===== src/rtl/itkf_pkg.sv =====
// Package for the IMU tilt Kalman filter: constants, command and status types.
// Used by every module under rtl/.
package itkf_pkg;

  localparam int DataW      = 16;
  localparam int CordicW    = 28;   // 16-bit input scaled by 256, plus growth
  localparam int ZW         = 26;   // angle accumulator, Q.16 degrees
  localparam int AtanLen    = 24;
  localparam logic [24:0] DtQ24    = 25'd117441;
  localparam logic [31:0] ProcQ24  = 32'd13153;
  localparam logic [35:0] NoiseQ24 = 36'd150994944;
  localparam int DivSteps   = 25;   // quotient bits of the gain division

  // Register indexes on the configuration port.
  localparam logic CfgGyroOffX = 1'b0;
  localparam logic CfgGyroOffY = 1'b1;

  // CORDIC rotation table, degrees in Q.16.
  function automatic logic [ZW-1:0] atan_q16(input logic [4:0] idx);
    logic [ZW-1:0] v;
    case (idx)
      5'd0: v = 26'd2949120;   5'd1: v = 26'd1740967;
      5'd2: v = 26'd919879;    5'd3: v = 26'd466945;
      5'd4: v = 26'd234379;    5'd5: v = 26'd117304;
      5'd6: v = 26'd58666;     5'd7: v = 26'd29335;
      5'd8: v = 26'd14668;     5'd9: v = 26'd7334;
      5'd10: v = 26'd3667;     5'd11: v = 26'd1833;
      5'd12: v = 26'd917;      5'd13: v = 26'd458;
      5'd14: v = 26'd229;      5'd15: v = 26'd115;
      5'd16: v = 26'd57;       5'd17: v = 26'd29;
      5'd18: v = 26'd14;       5'd19: v = 26'd7;
      5'd20: v = 26'd4;        5'd21: v = 26'd2;
      5'd22: v = 26'd1;        default: v = '0;
    endcase
    return v;
  endfunction

  // Datapath operations, one per controller step.
  typedef enum logic [3:0] {
    OP_NONE,
    OP_LOAD,      // capture item, start both CORDICs
    OP_CORDIC,    // one CORDIC iteration on both angles
    OP_ANGLES,    // round and offset the accelerometer angles
    OP_PREDICT,   // gyro prediction and uncertainty term for current axis
    OP_DIV_INIT,  // set up gain division
    OP_DIV_STEP,  // one quotient bit
    OP_GAIN,      // round the gain
    OP_MUL_UPD,   // K times innovation
    OP_MUL_UNC,   // P times (1 - K), write back the axis
    OP_OUTPUT     // load the result register
  } op_t;

  typedef struct packed {
    op_t  op;
    logic axis;   // 0: y axis, 1: x axis
  } cmd_t;

  typedef struct packed {
    logic out_busy;  // result register holds an item that is not taken this cycle
  } stat_t;

endpackage


===== src/rtl/itkf_ctrl.sv =====
// Controller of the IMU tilt Kalman filter: sequences CORDIC, division and
// filter updates. Depends on itkf_pkg.
module itkf_ctrl #(
  parameter int CORDIC_ITERATIONS = 16
) (
  input  logic            clk,
  input  logic            rst_n,
  input  logic            in_valid,
  output logic            in_ready,
  input  itkf_pkg::stat_t stat,
  output itkf_pkg::cmd_t  cmd
);

  localparam int CntW = 5;
  localparam logic [CntW-1:0] CordLast = CntW'(CORDIC_ITERATIONS - 1);
  localparam logic [CntW-1:0] DivLast  = CntW'(itkf_pkg::DivSteps - 1);

  typedef enum logic [3:0] {
    S_IDLE, S_CORDIC, S_ANGLES, S_PREDICT, S_DIV_INIT, S_DIV,
    S_GAIN, S_UPD, S_UNC, S_WAIT, S_OUT
  } state_t;

  state_t state_r;
  logic [CntW-1:0] cnt_r;
  logic axis_r;

  assign in_ready = (state_r == S_IDLE);

  // Command decode from the current state.
  always_comb begin
    cmd.axis = axis_r;
    unique case (state_r)
      S_IDLE:     cmd.op = in_valid ? itkf_pkg::OP_LOAD : itkf_pkg::OP_NONE;
      S_CORDIC:   cmd.op = itkf_pkg::OP_CORDIC;
      S_ANGLES:   cmd.op = itkf_pkg::OP_ANGLES;
      S_PREDICT:  cmd.op = itkf_pkg::OP_PREDICT;
      S_DIV_INIT: cmd.op = itkf_pkg::OP_DIV_INIT;
      S_DIV:      cmd.op = itkf_pkg::OP_DIV_STEP;
      S_GAIN:     cmd.op = itkf_pkg::OP_GAIN;
      S_UPD:      cmd.op = itkf_pkg::OP_MUL_UPD;
      S_UNC:      cmd.op = itkf_pkg::OP_MUL_UNC;
      S_OUT:      cmd.op = itkf_pkg::OP_OUTPUT;
      default:    cmd.op = itkf_pkg::OP_NONE;
    endcase
  end

  // State sequence; axis 0 (y) is filtered before axis 1 (x).
  always_ff @(posedge clk) begin
    if (!rst_n) begin
      state_r <= S_IDLE;
      cnt_r <= '0;
      axis_r <= 1'b0;
    end else begin
      unique case (state_r)
        S_IDLE: if (in_valid) begin
          state_r <= S_CORDIC; cnt_r <= '0;
        end
        S_CORDIC: begin
          cnt_r <= cnt_r + 1'b1;
          if (cnt_r == CordLast) state_r <= S_ANGLES;
        end
        S_ANGLES: begin
          state_r <= S_PREDICT; axis_r <= 1'b0;
        end
        S_PREDICT:  state_r <= S_DIV_INIT;
        S_DIV_INIT: begin
          state_r <= S_DIV; cnt_r <= '0;
        end
        S_DIV: begin
          cnt_r <= cnt_r + 1'b1;
          if (cnt_r == DivLast) state_r <= S_GAIN;
        end
        S_GAIN: state_r <= S_UPD;
        S_UPD:  state_r <= S_UNC;
        S_UNC: begin
          if (!axis_r) begin
            axis_r <= 1'b1; state_r <= S_PREDICT;
          end else state_r <= S_WAIT;
        end
        S_WAIT: if (!stat.out_busy) state_r <= S_OUT;
        S_OUT:  state_r <= S_IDLE;
        default: state_r <= S_IDLE;
      endcase
    end
  end

endmodule


===== config.mk =====
export PLATFORM = sky130hd
export DESIGN_NAME = itkf_ctrl
export DESIGN_NICKNAME = d
export VERILOG_FILES = /design/src/rtl/itkf_pkg.sv /design/src/rtl/itkf_ctrl.sv
export SDC_FILE = /design/constraint.sdc
export NUM_CORES = 1
export LEC_CHECK = 0
export BUFFER_PORTS_ARGS = -buffer_cell sky130_fd_sc_hd__buf_2
export CORE_MARGIN = 2
export CORE_UTILIZATION = 40
export CTS_CLUSTER_SIZE = 30
export DETAILED_ROUTE_END_ITERATION = 7
export HOLD_SLACK_MARGIN = 0.03
export SKIP_LAST_GASP = 1
export SLEW_MARGIN = 10
export SYNTH_ARGS = -nofsm -noshare
export SYNTH_HDL_FRONTEND = slang
export SYNTH_SLANG_ARGS = --single-unit

===== constraint.sdc =====
create_clock -name clk -period 2.03 [get_ports clk]
set_input_delay 0.3045 -clock clk [delete_from_list [all_inputs] [get_ports clk]]
set_output_delay 0.3045 -clock clk [all_outputs]
set_load 0.005 [all_outputs]

==> out/qor.csv <==
stage,metric,value,unit
run_status,status,"finished, final reports clean",
sta,grt_setup_unrepaired,false,
hold_path,hold_class,in2reg,
yosys,synth_fp_nets,91,
pwr,power,491,µW
drt,vias,622,
floorplan,die_w,44.3,µm
pwr,vdd_ir_drop_max,0.000320,V
cts,clk_pin_slew,70,ps
sta,period_minus_slack,1790,ps
finish,area_delta_synth_final,12.0,%
flow_run,max-cap-violations,0,
drt,dr.max_layer_used,met4,
drt,post-route-drc-count,0,
global_route,antenna_found_initial,0,
floorplan,core_area,0.00151,mm²
global_route,grt_pass1_vias,528,
yosys,synth_warnings,0,
drt,drtPass1Iterations,5,
cts,cts_buffers,3,
sta,finalClockSkew,1.71,ps
finish,fin_util,48.2,%
pwr,p_leak,0.283,nW
cts,root_buffer,clkbuf_4,
floorplan,num_rows,14,
cts,cts_hold_buf,0,
sta,finalSetupViolCount,0,
drt,avgViaCountPerCell,5.81,
drt,wl_per_cell,12.7,µm
critical_path,crit_required,1730,ps
drt,wl_met1,739,µm
critical_path,start_kind,register,
yosys,yosysTopAreaCell,dfxtp_1,
global_route,grt_pass1_wl,2370,µm
drt,drtIter0Drc,26,
cts,cts.path.max_buffers,2,
global_route,grt_use_total,16.4,%
sta,worst_pin_slew,565,ps
critical_path,path_class,reg2out,
sta,slew_viol_final,0,
global_route,globalRouteOverflowTotal,0,
finish,antennaDiodeCount,0,
cts,cts_max_level,1,
finish,final_common_cell,dfxtp_1,
yosys,synth_top_area_share,30.9,%
finish,final_cell_mix,"10 x dfxtp_1, 9 x buf_2, 7 x o21ai_0, 7 x a21oi_1",
drt,dr_wl_met2,536,µm
finish,drive_above_1_share,16.5,%
drt,dr_wl_met3,50,µm
cts,post_cts_buffers,0,
yosys,synthFlopType,dfxtp_1,
critical_path,r2r_slack,480,ps
placed_design,routabilityCongestion,0.738,
yosys,synth.avg_cell_area,7.72,µm²
sta,relSlewSlack,62.3,%
cts,cts.sinks,10,
floorplan,die_area,0.00196,mm²
cts,cts_tree,yes,
sta,min_period_over_period,88.1,%
yosys,syn_inst,84,
sta,tns,0,ps
critical_path,rr_startpoint,state_r[3],
global_route,grt_max_degree,20,
critical_path,critPathArrivalTime,1480,ps
placed_design,dpl.hpwl,926,µm
floorplan,ios,10,
placed_design,port_buffers,9,
drt,drt-total-wl,1360,µm
drt,antenna_left,0,
floorplan,die_h,44.3,µm
critical_path,critPathMaxFanout,17,
cts,clock_latency,270,ps
yosys,synth_area,648,µm²
critical_path,endpoint,in_ready,
sta,setup_ws,241,ps
yosys,synth-edff-count,0,
sta,fmax,559,MHz
yosys,netlist_top_cells_area,"dfxtp_1 31%, ha_1 5.8%, a21oi_1 5.4%, o21ai_0 5.4%, nand4b_1 4.1%",
critical_path,startpoint,state_r[3],
yosys,synth_seq_cells,10,
yosys,ys_types,31,
floorplan,start_util,43.0,%
yosys,yosysSeqAreaShare,30.9,%
placed_design,place_worst_setup_slack,511,ps
critical_path,regToRegEndpoint,cnt_r[3],
sta,finalHoldViolations,0,
critical_path,worst_r2r_path_depth,3,
yosys,synthArstFlopShare,0,%
critical_path,endpoint_kind,primary output,
pwr,powerDensity,676,mW/mm²
cts,cts_resized,0,
finish,nets,99,
critical path, cell delays in order, from the launching register on:
cell	delay (ps)
dfxtp_1	460
or2_1	360
nor3_1	220
buf_2	170
cells in the mapped netlist, drive strengths merged (2+ instances only):
cell type and count:
nor2 5, nand4b 3, nand3b 3, dfxtp 10
o21ai 7, nor3 2, nand3 5, buf 2
a31oi 2, ha 3, a21oi 7, nor3b 3
clkbuf 5, inv 5, nand2 5, nand2b 3
stage by stage:
stage	cells	area (µm²)	hold slack [ps]
2_1_floorplan	84	648	426
3_3_place_gp	103	689	501
3_5_place_dp	103	689	496
4_1_cts	107	726	279
5_1_grt	107	726	294
6_report	107	726	280
how the worst min path moves through the flow:
stage                   from    endpoint  slack [ps]  cells past startpoint
floorplan              rst_n  state_r[2]         430                      1
global placement      axis_r      axis_r         500                      2
detailed placement  cnt_r[4]    cnt_r[4]         500                      2
CTS                    rst_n  state_r[2]         280                      2
global route           rst_n  state_r[2]         290                      2
finish                 rst_n  state_r[2]         280                      2
sequential cells by signal, indices dropped and copies added (netlist names):
register / flops
cnt_r: 5
state_r: 4
axis_r: 1
cell type report:
type	instances	area [µm²]
flip-flops and latches	10	200
well taps	16	20.0
inverters	5	18.8
multi-input cells	62	398
repair buffers	10	52.6
clock buffers	4	36.3
fillers	145	781
power by group:
| part | switching [mW] | internal, mW |
|---|---|---|
| combinational | 0.0414 | 0.0366 |
| clock | 0.0781 | 0.109 |
| sequential | 0.0218 | 0.204 |
| total | 0.141 | 0.350 |
routing by layer:
metal,vias up,track usage (%)
met1,279,24.4
met3,5,3.67
li1,320,-
met5,-,0
met4,0,10.9
met2,18,20.6
logic make-up after synthesis:
logic type,count (synthesis),synth area share (%)
buffers and inverters,12,7.72
AO/OA/AOI/OAI,24,23.6
flip-flops,10,30.9
AND/OR/NAND/NOR,35,32.0
adder cells (fa/ha/maj),3,5.79
Power figures use the tool's default switching activity.
